**src/rtl/afz_pkg.sv**
```systemverilog
package afz_pkg;

   localparam int unsigned EYE_COUNT = 2;

   // field and datapath widths
   localparam int unsigned SCR_W    = 10;
   localparam int unsigned FRM_W    = 12;
   localparam int unsigned SAR_W    = 16;
   localparam int unsigned DIM_W    = 16;
   localparam int unsigned ZOOM_W   = 24;
   localparam int unsigned OFF_W    = 24;
   localparam int unsigned PROD_W   = 40;
   localparam int unsigned DIVN_W   = 42;
   localparam int unsigned DIVD_W   = 17;
   localparam int unsigned DIV_CNT_W = 5;

   localparam logic [SCR_W-1:0]  TOP_WIDTH  = 10'd400;
   localparam logic [SCR_W-1:0]  TOP_HEIGHT = 10'd240;
   localparam logic [ZOOM_W-1:0] ZOOM_MAX   = 24'hFFFFFF;
   localparam logic [ZOOM_W-1:0] ZOOM_ONE   = 24'h010000;

   localparam logic [1:0] REG_PIXEL_PERFECT = 2'd0;
   localparam logic [1:0] REG_SIDE_BY_SIDE  = 2'd1;
   localparam logic [1:0] REG_SINGLE_TRACK  = 2'd2;

   localparam logic OP_FIT    = 1'b0;
   localparam logic OP_RESIZE = 1'b1;

   typedef enum logic [3:0] {
      ST_IDLE,
      ST_VW,
      ST_VH,
      ST_DISP,
      ST_CLASS,
      ST_CMP,
      ST_RNUM,
      ST_DIV,
      ST_OFFX,
      ST_OFFY,
      ST_DONE
   } state_type;

   typedef struct packed {
      logic              start;
      logic [DIVN_W-1:0] num;
      logic [DIVD_W-1:0] den;
   } div_req_type;

   typedef struct packed {
      logic              done;
      logic [ZOOM_W-1:0] quot;
   } div_rsp_type;

endpackage

```
**src/rtl/afz_mul.sv**
```systemverilog
module afz_mul (
   input  logic                        clock,
   input  logic [afz_pkg::DIM_W-1:0]   mul_a,
   input  logic [afz_pkg::ZOOM_W-1:0]  mul_b,
   output logic [afz_pkg::PROD_W-1:0]  mul_p
);
   import afz_pkg::*;

   logic [PROD_W-1:0] prod_ff;
   logic [PROD_W-1:0] prod_in;

   assign prod_in = PROD_W'(mul_a) * PROD_W'(mul_b);

   always_ff @(posedge clock) begin
      prod_ff <= prod_in;
   end

   assign mul_p = prod_ff;

endmodule

```
**src/rtl/afz_div.sv**
```systemverilog
module afz_div (
   input  logic                 clock,
   input  logic                 reset,
   input  afz_pkg::div_req_type div_req,
   output afz_pkg::div_rsp_type div_rsp
);
   import afz_pkg::*;

   logic                 busy_ff, busy_in;
   logic                 done_ff, done_in;
   logic [DIV_CNT_W-1:0] cnt_ff, cnt_in;
   logic [DIVD_W-1:0]    den_ff, den_in;
   logic [DIVD_W-1:0]    rem_ff, rem_in;
   logic [ZOOM_W-1:0]    quot_ff, quot_in;
   logic [DIVD_W:0]      trial;
   logic                 ge;

   // one restoring step per cycle; dividend bits shift out as quotient bits shift in
   assign trial = {rem_ff, quot_ff[ZOOM_W-1]};
   assign ge    = trial >= {1'b0, den_ff};

   always_comb begin
      busy_in = busy_ff;
      done_in = 1'b0;
      cnt_in  = cnt_ff;
      den_in  = den_ff;
      rem_in  = rem_ff;
      quot_in = quot_ff;
      if (div_req.start) begin
         den_in = div_req.den;
         // high part already holds the divisor: quotient exceeds the zoom range
         if (div_req.num[DIVN_W-1:ZOOM_W] >= {1'b0, div_req.den}) begin
            quot_in = ZOOM_MAX;
            done_in = 1'b1;
            busy_in = 1'b0;
         end else begin
            rem_in  = div_req.num[DIVN_W-2:ZOOM_W];
            quot_in = div_req.num[ZOOM_W-1:0];
            cnt_in  = '0;
            busy_in = 1'b1;
         end
      end else if (busy_ff) begin
         rem_in  = ge ? DIVD_W'(trial - {1'b0, den_ff}) : trial[DIVD_W-1:0];
         quot_in = {quot_ff[ZOOM_W-2:0], ge};
         cnt_in  = cnt_ff + 1'b1;
         if (cnt_ff == DIV_CNT_W'(ZOOM_W - 1)) begin
            busy_in = 1'b0;
            done_in = 1'b1;
         end
      end
   end

   always_ff @(posedge clock) begin
      if (reset) begin
         busy_ff <= 1'b0;
         done_ff <= 1'b0;
         cnt_ff  <= '0;
      end else begin
         busy_ff <= busy_in;
         done_ff <= done_in;
         cnt_ff  <= cnt_in;
      end
   end

   always_ff @(posedge clock) begin
      den_ff  <= den_in;
      rem_ff  <= rem_in;
      quot_ff <= quot_in;
   end

   assign div_rsp.done = done_ff;
   assign div_rsp.quot = quot_ff;

endmodule

```
**src/rtl/aspect_fit_zoom_offset_core.sv**
```systemverilog
// One transaction at a time; start is taken again in the cycle after the result strobe.
// A fit or resize waits on the 24-step divider unless the zoom saturates; a resize that
// clamps to zero, a right-eye copy, a zero size and a pixel-perfect fit skip the divider.
// Reset (synchronous, active high) clears both eyes' zoom and offsets and selects
// fit-to-screen, no side-by-side, single track. rsp_valid strobes; the receiver cannot stall.
module aspect_fit_zoom_offset_core (
   input  logic        clock,
   input  logic        reset,
   // request channel
   input  logic        start,
   output logic        busy,
   input  logic        req_opcode,
   input  logic        req_eye,
   input  logic [9:0]  req_screen_w,
   input  logic [9:0]  req_screen_h,
   input  logic [11:0] req_frame_w,
   input  logic [11:0] req_frame_h,
   input  logic [11:0] req_codec_w,
   input  logic [11:0] req_codec_h,
   input  logic [15:0] req_sar_w,
   input  logic [15:0] req_sar_h,
   input  logic signed [15:0] req_width_delta,
   // result channel
   output logic        rsp_valid,
   output logic [23:0] rsp_zoom,
   output logic signed [23:0] rsp_x_offset,
   output logic signed [23:0] rsp_y_offset,
   output logic        rsp_updated,
   output logic        rsp_nearest_filter,
   // register port
   input  logic        psel,
   input  logic        penable,
   input  logic        pwrite,
   input  logic [3:0]  paddr,
   input  logic [31:0] pwdata,
   output logic [31:0] prdata,
   output logic        pready
);
   import afz_pkg::*;

   // ---------------------------------------------------------------------------------------
   // mode registers
   // ---------------------------------------------------------------------------------------
   logic       pp_ff, sbs_ff, single_ff;
   logic [1:0] reg_idx;
   logic       reg_wr;

   assign pready  = 1'b1;
   assign reg_idx = paddr[3:2];
   assign reg_wr  = psel && penable && pwrite;

   always_ff @(posedge clock) begin
      if (reset) begin
         pp_ff     <= 1'b0;
         sbs_ff    <= 1'b0;
         single_ff <= 1'b1;
      end else if (reg_wr) begin
         case (reg_idx)
            REG_PIXEL_PERFECT: pp_ff     <= pwdata[0];
            REG_SIDE_BY_SIDE:  sbs_ff    <= pwdata[0];
            REG_SINGLE_TRACK:  single_ff <= pwdata[0];
            default: begin
               // drop writes past the register list
            end
         endcase
      end
   end

   always_comb begin
      case (reg_idx)
         REG_PIXEL_PERFECT: prdata = {31'b0, pp_ff};
         REG_SIDE_BY_SIDE:  prdata = {31'b0, sbs_ff};
         REG_SINGLE_TRACK:  prdata = {31'b0, single_ff};
         default:           prdata = '0;
      endcase
   end

   // ---------------------------------------------------------------------------------------
   // transaction capture
   // ---------------------------------------------------------------------------------------
   state_type state_ff, state_in;
   logic      accept;

   logic               op_ff, eye_ff;
   logic [SCR_W-1:0]   sw_ff, sh_ff;
   logic [FRM_W-1:0]   w_ff, h_ff;
   logic [SAR_W-1:0]   sarw_ff, sarh_ff;
   logic signed [15:0] chg_ff;

   assign busy   = (state_ff != ST_IDLE);
   assign accept = start && !busy;

   // pick the frame size, falling back to the codec size; a zero aspect factor means 1.0
   always_ff @(posedge clock) begin
      if (accept) begin
         op_ff  <= req_opcode;
         eye_ff <= req_eye;
         sw_ff  <= req_screen_w;
         sh_ff  <= req_screen_h;
         if (req_frame_w == '0 || req_frame_h == '0) begin
            w_ff <= req_codec_w;
            h_ff <= req_codec_h;
         end else begin
            w_ff <= req_frame_w;
            h_ff <= req_frame_h;
         end
         sarw_ff <= (req_sar_w == '0) ? SAR_W'(256) : req_sar_w;
         sarh_ff <= (req_sar_h == '0) ? SAR_W'(256) : req_sar_h;
         chg_ff  <= req_width_delta;
      end
   end

   // ---------------------------------------------------------------------------------------
   // shared multiplier and divider
   // ---------------------------------------------------------------------------------------
   logic [DIM_W-1:0]  mul_a;
   logic [ZOOM_W-1:0] mul_b;
   logic [PROD_W-1:0] mul_p;
   div_req_type       div_req;
   div_rsp_type       div_rsp;

   afz_mul u_mul (
      .clock (clock),
      .mul_a (mul_a),
      .mul_b (mul_b),
      .mul_p (mul_p)
   );

   afz_div u_div (
      .clock   (clock),
      .reset   (reset),
      .div_req (div_req),
      .div_rsp (div_rsp)
   );

   // ---------------------------------------------------------------------------------------
   // per-eye state and work registers
   // ---------------------------------------------------------------------------------------
   logic [ZOOM_W-1:0] zoom_ff [EYE_COUNT];
   logic [ZOOM_W-1:0] zoom_in [EYE_COUNT];
   logic [OFF_W-1:0]  xoff_ff [EYE_COUNT];
   logic [OFF_W-1:0]  xoff_in [EYE_COUNT];
   logic [OFF_W-1:0]  yoff_ff [EYE_COUNT];
   logic [OFF_W-1:0]  yoff_in [EYE_COUNT];

   logic [DIM_W-1:0] vw_ff, vw_in, vh_ff, vh_in;
   logic [25:0]      lhs_ff, lhs_in;
   logic             upd_ff, upd_in;
   logic             near_ff, near_in;
   logic             ppath_ff, ppath_in;

   // presentation size: round the Q8.8 product half up and saturate at 16 bits
   function automatic logic [DIM_W-1:0] scale_sat(input logic [PROD_W-1:0] p);
      logic [28:0] t;
      t = p[28:0] + 29'd128;
      return (t[28:24] != '0) ? {DIM_W{1'b1}} : t[23:8];
   endfunction

   function automatic logic [OFF_W-1:0] sat_off(input logic signed [43:0] v);
      if (v > 44'sd8388607) begin
         return 24'h7FFFFF;
      end else if (v < -44'sd8388608) begin
         return 24'h800000;
      end
      return v[OFF_W-1:0];
   endfunction

   logic allowed;
   assign allowed = (vw_ff != '0) && (vh_ff != '0) && !vw_ff[0] && !vh_ff[0] &&
                    (vw_ff <= DIM_W'(TOP_WIDTH)) && (vh_ff <= DIM_W'(TOP_HEIGHT));

   // ---------------------------------------------------------------------------------------
   // offset unit, shared by the x pass and the y pass
   // ---------------------------------------------------------------------------------------
   logic                is_x, wide;
   logic [SCR_W-1:0]    s_sel, top_sel;
   logic [DIM_W-1:0]    v_sel;
   logic signed [43:0]  term, pp_core, base, diff, rnd9, rnd10, off_raw;
   logic [OFF_W-1:0]    off_sat;

   assign is_x    = (state_ff == ST_OFFX);
   assign s_sel   = is_x ? sw_ff : sh_ff;
   assign v_sel   = is_x ? vw_ff : vh_ff;
   assign top_sel = is_x ? TOP_WIDTH : TOP_HEIGHT;
   // the side-by-side x offset works on twice the screen width
   assign wide    = sbs_ff && is_x;

   always_comb begin
      term    = ($signed({34'b0, top_sel}) - $signed({34'b0, s_sel})) <<< 8;
      pp_core = ($signed({34'b0, s_sel}) - $signed({28'b0, v_sel})) <<< 7;
      base    = wide ? $signed({17'b0, s_sel, 17'b0}) : $signed({18'b0, s_sel, 16'b0});
      diff    = base - $signed({4'b0, mul_p});
      rnd9    = (diff + 44'sd256) >>> 9;
      rnd10   = (diff + 44'sd512) >>> 10;
      if (ppath_ff) begin
         off_raw = pp_core + term;
      end else if (sbs_ff) begin
         off_raw = wide ? rnd10 : rnd9;
      end else begin
         off_raw = rnd9 + term;
      end
      off_sat = sat_off(off_raw);
   end

   // ---------------------------------------------------------------------------------------
   // resize numerator and fit-zoom selection
   // ---------------------------------------------------------------------------------------
   logic signed [41:0] rnum;
   logic               rnum_pos;
   logic               fit_w;
   logic [27:0]        fnum;
   logic [DIM_W-1:0]   fden;

   assign rnum     = $signed({2'b0, mul_p}) + $signed({{10{chg_ff[15]}}, chg_ff, 16'b0});
   assign rnum_pos = !rnum[41] && (rnum != '0);

   // width limits the fit when vw*sh >= vh*sw (twice vh*sw in side-by-side)
   assign fit_w = sbs_ff ? ({1'b0, lhs_ff} >= {mul_p[25:0], 1'b0})
                         : (lhs_ff >= mul_p[25:0]);

   always_comb begin
      if (fit_w) begin
         fnum = sbs_ff ? {1'b0, sw_ff, 17'b0} : {2'b0, sw_ff, 16'b0};
         fden = vw_ff;
      end else begin
         fnum = {2'b0, sh_ff, 16'b0};
         fden = vh_ff;
      end
   end

   // ---------------------------------------------------------------------------------------
   // sequencer
   // ---------------------------------------------------------------------------------------
   always_comb begin
      state_in = state_ff;
      zoom_in  = zoom_ff;
      xoff_in  = xoff_ff;
      yoff_in  = yoff_ff;
      vw_in    = vw_ff;
      vh_in    = vh_ff;
      lhs_in   = lhs_ff;
      upd_in   = upd_ff;
      near_in  = near_ff;
      ppath_in = ppath_ff;
      mul_a    = vw_ff;
      mul_b    = zoom_ff[eye_ff];
      div_req  = '0;

      case (state_ff)
         ST_IDLE: begin
            if (accept) begin
               upd_in   = 1'b1;
               ppath_in = 1'b0;
               state_in = ST_VW;
            end
         end
         ST_VW: begin
            mul_a    = sarw_ff;
            mul_b    = ZOOM_W'(w_ff);
            state_in = ST_VH;
         end
         ST_VH: begin
            mul_a    = sarh_ff;
            mul_b    = ZOOM_W'(h_ff);
            vw_in    = scale_sat(mul_p);
            state_in = ST_DISP;
         end
         ST_DISP: begin
            vh_in    = scale_sat(mul_p);
            mul_a    = vw_ff;
            mul_b    = ZOOM_W'(sh_ff);
            state_in = ST_CLASS;
         end
         ST_CLASS: begin
            near_in = pp_ff && !sbs_ff && allowed;
            if (op_ff == OP_FIT && eye_ff && (sbs_ff || single_ff)) begin
               // right eye follows the left eye
               zoom_in[1] = zoom_ff[0];
               xoff_in[1] = xoff_ff[0];
               yoff_in[1] = yoff_ff[0];
               state_in   = ST_DONE;
            end else if (vw_ff == '0 || vh_ff == '0) begin
               upd_in   = 1'b0;
               state_in = ST_DONE;
            end else if (op_ff == OP_RESIZE) begin
               mul_a    = vw_ff;
               mul_b    = zoom_ff[eye_ff];
               state_in = ST_RNUM;
            end else if (!sbs_ff && pp_ff && allowed) begin
               zoom_in[eye_ff] = ZOOM_ONE;
               ppath_in        = 1'b1;
               state_in        = ST_OFFX;
            end else begin
               lhs_in   = mul_p[25:0];
               mul_a    = vh_ff;
               mul_b    = ZOOM_W'(sw_ff);
               state_in = ST_CMP;
            end
         end
         ST_RNUM: begin
            if (rnum_pos) begin
               div_req.start = 1'b1;
               div_req.num   = {rnum[40:0], 1'b0} + DIVN_W'(vw_ff);
               div_req.den   = {vw_ff, 1'b0};
               state_in      = ST_DIV;
            end else begin
               // shrinking past zero clamps the zoom
               zoom_in[eye_ff] = '0;
               state_in        = ST_DONE;
            end
         end
         ST_CMP: begin
            div_req.start = 1'b1;
            div_req.num   = {13'b0, fnum, 1'b0} + DIVN_W'(fden);
            div_req.den   = {fden, 1'b0};
            state_in      = ST_DIV;
         end
         ST_DIV: begin
            // start vw*z as soon as the quotient lands
            mul_a = vw_ff;
            mul_b = div_rsp.quot;
            if (div_rsp.done) begin
               zoom_in[eye_ff] = div_rsp.quot;
               state_in        = (op_ff == OP_RESIZE) ? ST_DONE : ST_OFFX;
            end
         end
         ST_OFFX: begin
            mul_a           = vh_ff;
            mul_b           = zoom_ff[eye_ff];
            xoff_in[eye_ff] = off_sat;
            state_in        = ST_OFFY;
         end
         ST_OFFY: begin
            yoff_in[eye_ff] = off_sat;
            state_in        = ST_DONE;
         end
         ST_DONE: begin
            state_in = ST_IDLE;
         end
         default: begin
            state_in = ST_IDLE;
         end
      endcase
   end

   always_ff @(posedge clock) begin
      if (reset) begin
         state_ff <= ST_IDLE;
         for (int i = 0; i < EYE_COUNT; i++) begin
            zoom_ff[i] <= '0;
            xoff_ff[i] <= '0;
            yoff_ff[i] <= '0;
         end
      end else begin
         state_ff <= state_in;
         zoom_ff  <= zoom_in;
         xoff_ff  <= xoff_in;
         yoff_ff  <= yoff_in;
      end
   end

   always_ff @(posedge clock) begin
      vw_ff    <= vw_in;
      vh_ff    <= vh_in;
      lhs_ff   <= lhs_in;
      upd_ff   <= upd_in;
      near_ff  <= near_in;
      ppath_ff <= ppath_in;
   end

   // ---------------------------------------------------------------------------------------
   // result: the addressed eye's state after the transaction
   // ---------------------------------------------------------------------------------------
   assign rsp_valid          = (state_ff == ST_DONE);
   assign rsp_zoom           = zoom_ff[eye_ff];
   assign rsp_x_offset       = $signed(xoff_ff[eye_ff]);
   assign rsp_y_offset       = $signed(yoff_ff[eye_ff]);
   assign rsp_updated        = upd_ff;
   assign rsp_nearest_filter = near_ff;

endmodule
```
**config.mk**
```make
export PLATFORM = sky130hd
export DESIGN_NAME = aspect_fit_zoom_offset_core
export DESIGN_NICKNAME = d
export VERILOG_FILES = /design/src/rtl/afz_pkg.sv /design/src/rtl/afz_mul.sv /design/src/rtl/afz_div.sv /design/src/rtl/aspect_fit_zoom_offset_core.sv
export SDC_FILE = /design/constraint.sdc
export NUM_CORES = 2
export LEC_CHECK = 0
export ABC_AREA = 1
export ABC_CLOCK_PERIOD_IN_PS = 15900
export BUFFER_PORTS_ARGS = -buffer_cell sky130_fd_sc_hd__buf_4
export CORE_MARGIN = 2
export CORE_UTILIZATION = 60
export DETAILED_ROUTE_END_ITERATION = 8
export PLACE_DENSITY = 0.85
export SYNTH_ARGS = -nofsm -noshare
export SYNTH_HDL_FRONTEND = slang
export SYNTH_SLANG_ARGS = --single-unit
```
**constraint.sdc**
```tcl
create_clock -name clock -period 15.9 [get_ports clock]
set_input_delay 3.18 -clock clock [delete_from_list [all_inputs] [get_ports clock]]
set_output_delay 3.18 -clock clock [all_outputs]
set_load 0.05 [all_outputs]
```
==> After elaboration in Yosys (flattened, before gate mapping) <==
Cells that the tools add are included.
{ "totals": {"reg_bits": 411, "input_bits": 160, "out_inout_bits": 109, "elab_cells": 240} }
{ "classes": {"n_addsub": 13, "n_mul": 1, "magnitude_cmp": 10, "n_eq_ne": 26, "n_mux": 95, "bitwise": 10, "reduce_logical": 53} }
{ "ops": {"columns": ["operator", "count"], "rows": [
  ["2-to-1 mux 24 bit", 24],
  ["2-to-1 mux 48 bit", 5],
  ["bitwise mux 48 bit", 3],
  ["one-hot mux 48 bit (3 select lines)", 1],
  ["2-to-1 mux 44 bit", 3],
  ["one-hot mux 24 bit (5 select lines)", 1],
  ["one-hot mux 60 bit (2 select lines)", 1],
  ["2-to-1 mux 16 bit", 7],
  ["one-hot mux 24 bit (2 select lines)", 2],
  ["2-to-1 mux 27 bit", 3],
  ["2-to-1 mux 17 bit", 4],
  ["logical NOT 16 bit", 4],
  ["one-hot mux 16 bit (4 select lines)", 1],
  ["2-to-1 mux 60 bit", 1],
  ["bitwise AND 48 bit", 1],
  ["NOT 48 bit", 1],
  ["bitwise AND 46 bit", 1],
  ["NOT 46 bit", 1],
  ["greater-than comparator 44 x 24 -> 1 bit, second input constant", 1],
  ["less-than comparator 44 x 24 -> 1 bit, second input constant", 1],
  ["adder 41 x 10 -> 42 bit, second input constant", 1],
  ["adder 41 x 11 -> 42 bit, second input constant", 1],
  ["adder 41 x 32 -> 42 bit", 1],
  ["adder 42 x 16 -> 42 bit", 1],
  ["other kinds (58)", 138]
]} }

==> Logic depth before layout (Yosys ltp) <==
{ "logic_depth": {"depth_word": 14, "mapped_depth": 54, "depth_no_buf": 51} }

==> Cells and area by module <==
A second synthesis with hierarchy kept.
{ "hier_totals": {"cells_unflattened": 6458, "hier_area_um2": 45108.3} }
{ "by_module_without_submodules": {"columns": ["module", "instances", "cells_per_inst", "area_each_um2", "seq_area_each_um2"], "rows": [
  ["aspect_fit_zoom_offset_core", 1, 4028, 26585.5, 7677.4],
  ["afz_mul", 1, 1928, 14158.6, 800.8],
  ["afz_div", 1, 502, 4364.2, 1881.8]
]} }

==> Worst setup path after synthesis <==
Ideal clock, no wire load.
{ "synth_timing": {"path_kind": "register to register", "startpoint": "reg vw_ff[10]", "endpoint": "reg u_mul.prod_ff[38] (netlist: u_mul.mul_p[38])", "setup_ns": 0.072, "arrival_time_ns": 8.907, "required_time_ns": 15.828, "setup_slack_ns": 6.921, "stages_incl_launch_ff": 48, "path_buffers": 1, "synth_period_minus_slack_ns": 8.979, "path_cell_list": "edfxtp_1 nor2_1 inv_1 nor3_1 nand4_1 nand2_1 inv_1 nand2_1 a31oi_1 nor4_4 inv_1 nor2_2 clkinv_1 a21oi_1 a221oi_1 o21a_1 inv_1 buf_2 [12 not listed] nor3_1 nand2_1 o211ai_1 nand3_1 o2111ai_1 a21oi_1 o21ai_0 nand2_1 nand2_1 nand2_1 nand2_1 nand3_1 nand2_1 nand3_1 nand2_1 nand3_1 nand2_1 xor2_1"} }
{ "synth_between": {"elab_chain_cells": 13, "word_cells_on_any_way": 21, "classes_between": "mul (1); order compare (1); mux (10); reduce/logical (9)"} }
{ "synth_rtl": {"columns": ["item", "line_no", "source"], "rows": [
  ["start: declaration", "aspect_fit_zoom_offset_core.sv:146", "logic [DIM_W-1:0] vw_ff, vw_in, vh_ff, vh_in;"],
  ["start signal: assignment", "aspect_fit_zoom_offset_core.sv:363", "vw_ff <= vw_in;"],
  ["branches (longest 12 deep; another with less-or-equal comparator 16 x 9 -> 1 bit)", null, null],
  ["multiplier 16 x 24 -> 40 bit *", "afz_mul.sv:12", "assign prod_in = PROD_W'(mul_a) * PROD_W'(mul_b);"],
  ["net u_mul.prod_in[38]", "afz_mul.sv:10", "logic [PROD_W-1:0] prod_in;"],
  ["end signal: assignment", "afz_mul.sv:15", "prod_ff <= prod_in;"],
  ["end: declaration", "afz_mul.sv:9", "logic [PROD_W-1:0] prod_ff;"]
]} }
Mark *: on every way through the listed nets, which the timed path passes.
A chain may end at the register's enable or synchronous reset.

==> Final worst setup path <==
Same ends and word-level chain as after synthesis.

==> flow_results.xml <==
<?xml version="1.0" encoding="UTF-8"?>
<metrics>
  <group name="sta">
    <metric name="tightestPinTransition" unit="ns">1.20</metric>
    <metric name="timing.clock.skew" unit="ns">0.0452</metric>
    <metric name="timing.final.hold_violations" unit="">0</metric>
    <metric name="post-route-min-period" unit="ns">11.01</metric>
    <metric name="setup_total_negative_slack" unit="ns">0</metric>
    <metric name="hold-worst-slack" unit="ns">0.467</metric>
    <metric name="relSlewSlack" unit="%">19.8</metric>
    <metric name="slew_viol_final" unit="">0</metric>
    <metric name="finalSetupViolCount" unit="">0</metric>
    <metric name="max_clock_freq" unit="GHz">0.0908</metric>
    <metric name="post-route-period-util" unit="%">69.3</metric>
    <metric name="rsz_0062_raised_after_global_routing" unit="">false</metric>
  </group>
  <group name="global_route">
    <metric name="grt_antenna_before_repair" unit="">3</metric>
    <metric name="grt_first_pass_wirelength" unit="um">223000</metric>
    <metric name="grt_pass1_vias" unit="">39469</metric>
    <metric name="grt_total_ovfl" unit="">0</metric>
    <metric name="grt_start_max_net_pins" unit="">120</metric>
    <metric name="groute.usage.overall" unit="%">38.8</metric>
  </group>
  <group name="routing">
    <metric name="antenna_violating_nets_post_route" unit="">0</metric>
    <metric name="violation_count_after_the_first_detailed_routing_iteration" unit="">4622</metric>
    <metric name="detailroute.via_count" unit="">42053</metric>
    <metric name="firstDrtPassIters" unit="">8</metric>
    <metric name="route.detailed.wl_per_inst" unit="um">20.8</metric>
    <metric name="drt_drc_violations_left" unit="">0</metric>
    <metric name="vias_per_cell" unit="">5.97</metric>
    <metric name="aggregate_routed_wire_length" unit="um">146000</metric>
  </group>
  <group name="final_layout">
    <metric name="areaGrowthSynthToFinish" unit="%">8.28</metric>
    <metric name="layout.nets" unit="">6829</metric>
    <metric name="finalCoreUtilization" unit="%">65.6</metric>
    <metric name="finish.instance_area" unit="sq um">46800</metric>
    <metric name="layout-drive-gt1-share" unit="%">7.39</metric>
  </group>
  <group name="clocking">
    <metric name="cts_tree" unit="">built</metric>
    <metric name="htree_levels" unit="">2</metric>
    <metric name="cts-resized-gates" unit="">0</metric>
    <metric name="numCtsBuffers" unit="">45</metric>
    <metric name="root_buffer_cell" unit="">clkbuf_16</metric>
    <metric name="clock_sink_count" unit="">410</metric>
    <metric name="cts_buffer_depth" unit="">3</metric>
    <metric name="postCtsSetupBuffers" unit="">0</metric>
    <metric name="clock_insertion_delay_at_the_later_pin_of_the_skew_report" unit="ns">0.62</metric>
    <metric name="cts_clock_pin_slew_for_the_worst_setup_and_hold_paths" unit="ns">0.06</metric>
    <metric name="cts_hold_buf" unit="">0</metric>
  </group>
  <group name="power_and_ir_drop">
    <metric name="total_switching_power" unit="mW">5.26</metric>
    <metric name="report.power.total" unit="mW">9.34</metric>
    <metric name="ir_drop" unit="mV">0.207</metric>
    <metric name="sequential_group_share_of_total_power" unit="%">15.5</metric>
    <metric name="internal-power" unit="mW">4.08</metric>
    <metric name="power.combinational.fraction" unit="%">73.0</metric>
    <metric name="leakagePower" unit="nW">22.2</metric>
    <metric name="power_switching_share" unit="%">56.3</metric>
    <metric name="power.share.clock" unit="%">11.4</metric>
    <metric name="power_per_cell_area" unit="nW/um^2">200</metric>
  </group>
  <group name="job">
    <metric name="max_cap_violations" unit="">0</metric>
  </group>
  <group name="logic_synthesis">
    <metric name="synth.top_cells.by_area" unit="">edfxtp_1 (15%), fa_1 (14%), nand2_1 (12%), dfxtp_1 (9.2%), ha_1 (8.7%)</metric>
    <metric name="synth_seq_area_share" unit="%">23.9</metric>
    <metric name="syn-instance-count" unit="">5991</metric>
    <metric name="synth-seq-cells" unit="">410</metric>
    <metric name="synth_top_cell_area_share" unit="%">14.7</metric>
    <metric name="synth_async_sr_flop_share" unit="%">0</metric>
    <metric name="yosys_most_used_dff" unit="">edfxtp_1</metric>
    <metric name="post_synth_num_cell_types" unit="">72</metric>
    <metric name="yosys.area.top_type" unit="">edfxtp_1</metric>
    <metric name="synth_enable_flop_cells" unit="">212</metric>
    <metric name="mappedNetlistArea" unit="sq um">43200</metric>
    <metric name="syn-mean-instance-area" unit="sq um">7.21</metric>
    <metric name="yosys_warnings" unit="">0</metric>
  </group>
  <group name="worst_setup_path">
    <metric name="required_time_of_the_critical_path" unit="ns">16.42</metric>
    <metric name="worst-path-max-fanout" unit="">25</metric>
    <metric name="critical-path-top-cell-by-count" unit="">nand2_1</metric>
    <metric name="cp_slowest_cell" unit="">a22oi_1</metric>
    <metric name="worst_setup_path_start_kind" unit="">flip-flop</metric>
    <metric name="timing.critical_path.slowest_cell_delay" unit="ns">1.18</metric>
    <metric name="worst-setup-path-type" unit="">reg -&gt; reg</metric>
    <metric name="timing.critical_path.arrival" unit="ns">11.53</metric>
    <metric name="end_kind" unit="">flip-flop</metric>
  </group>
  <group name="floorplanning">
    <metric name="floorplan.rows" unit="">98</metric>
    <metric name="floorplan.die_area" unit="sq um">74200</metric>
    <metric name="die_span_y" unit="um">272</metric>
    <metric name="ios" unit="">269</metric>
    <metric name="die_x" unit="um">272</metric>
    <metric name="design.core.area" unit="sq um">71400</metric>
    <metric name="start_util" unit="%">60.6</metric>
  </group>
  <group name="placement">
    <metric name="placement.io_buffers" unit="">203</metric>
    <metric name="gp_congestion" unit="">1.02</metric>
    <metric name="hpwlAfterDp" unit="um">116000</metric>
    <metric name="placement.cell_area" unit="sq um">45300</metric>
  </group>
  <group name="status">
    <metric name="run_status" unit="">finished, final reports clean</metric>
  </group>
  <group name="min_path">
    <metric name="hold_path_class" unit="">reg -&gt; reg</metric>
  </group>
</metrics>
==> per-layer routing <==
layer,global-route usage [%],vias to the layer above,wire length [um]
li1,-,19466,-
met1,49.6,19602,54900
met2,62.2,2468,66200
met3,6.00,513,14800
met4,23.3,4,10500
met5,0,-,22
==> placed cells by master, fill, tap and decap left out, drive strengths merged, types with 52 or more instances in the layout <==
cell,instances
a21oi,472
ha,302
nand3,230
o21ai,447
xor2,136
edfxtp,212
buf,251
inv,991
nand2,1372
fa,312
clkbuf,56
nor2,573
nand4,89
dfxtp,198
nor3,52
==> critical path: cells and delay by family (launching register included) <==
| kind | cells | cell delay, ns |
|---|---|---|
| compound gates | 5 | 2.04 |
| flops | 1 | 0.50 |
| buf+inv | 10 | 1.60 |
| xor+xnor | 1 | 0.15 |
| simple gates | 22 | 3.47 |
| fa+ha+maj | 7 | 3.16 |
==> area by class of cell <==
cell class | instances | area [sq um]
timing repair buffer | 251 | 1880
sequential | 410 | 10300
clock buffer | 56 | 1270
fill | 6215 | 24600
multi-input combinational | 4350 | 28100
inverter | 997 | 3740
clock inverter | 27 | 239
antenna | 1 | 2.50
tap | 950 | 1190
==> Yosys cell counts, drive strengths merged, types with 9 or more instances <==
| cell | count |
|---|---|
| nand4 | 89 |
| a221oi | 33 |
| ha | 302 |
| nand2 | 1372 |
| nor3 | 52 |
| xnor2 | 44 |
| buf | 74 |
| a31oi | 21 |
| nor4 | 37 |
| dfxtp | 198 |
| clkbuf | 190 |
| fa | 312 |
| or2 | 12 |
| o21ai | 447 |
| a21oi | 472 |
| o22ai | 17 |
| inv | 987 |
| edfxtp | 212 |
| nor2 | 573 |
| mux2 | 9 |
| o21a | 11 |
| xor2 | 136 |
| nand3 | 230 |
| clkinv | 10 |
| o21bai | 12 |
| o211ai | 50 |
| a211oi | 15 |
==> registers in the layout, summed over array words and instances, names as in the netlist, 4 cells and up <==
name / flops
sarw_ff: 16
u_mul.mul_p: 40
w_ff: 12
sh_ff: 10
h_ff: 12
vh_ff: 16
chg_ff: 16
vw_ff: 16
u_div.quot_ff: 24
state_ff: 4
sarh_ff: 16
u_div.rem_ff: 17
sw_ff: 10
xoff_ff: 48
lhs_ff: 26
zoom_ff: 48
u_div.den_ff: 16
u_div.cnt_ff: 5
yoff_ff: 48
==> final timing paths <==
kind,startpoint,endpoint,slack (ns),depth (start not counted)
hold reg to reg,yoff_ff[0],yoff_ff[0],0.47,2
setup reg to reg,vw_ff[10],u_mul.mul_p[38],4.89,45
hold / removal,yoff_ff[0],yoff_ff[0],0.47,2
setup / recovery,vw_ff[10],u_mul.mul_p[38],4.89,45
==> power by group through the flow <==
stage	sequential [mW]	clock, mW	combinational, mW
2_1_floorplan	1.38	0	4.92
5_1_grt	1.45	1.11	7.55
6_report	1.45	1.07	6.82
3_3_place_gp	1.46	0	6.47
4_1_cts	1.44	1.07	6.68
3_5_place_dp	1.46	0	6.63
==> through the flow <==
| stage | std cells | setup slack (ns) |
|---|---|---|
| 3_3_place_gp | 6958 | 5.52 |
| 4_1_cts | 7041 | 5.15 |
| 6_report | 7042 | 4.89 |
| 5_1_grt | 7041 | 4.35 |
| 2_1_floorplan | 6021 | 6.92 |
| 3_5_place_dp | 6958 | 5.23 |
==> kinds of logic after synthesis <==
logic type	after synthesis	synth area share, %
muxes	9	0.235
adders and majority gates	614	23.2
xor gates and xnor gates	180	3.68
buffers and inverters	1261	11.4
DFF	410	23.9
and+or+nand+nor	2378	22.9
AOI/OAI and AO/OA	1137	14.6
other	2	0.0174
Power figures use the tool's default switching activity.
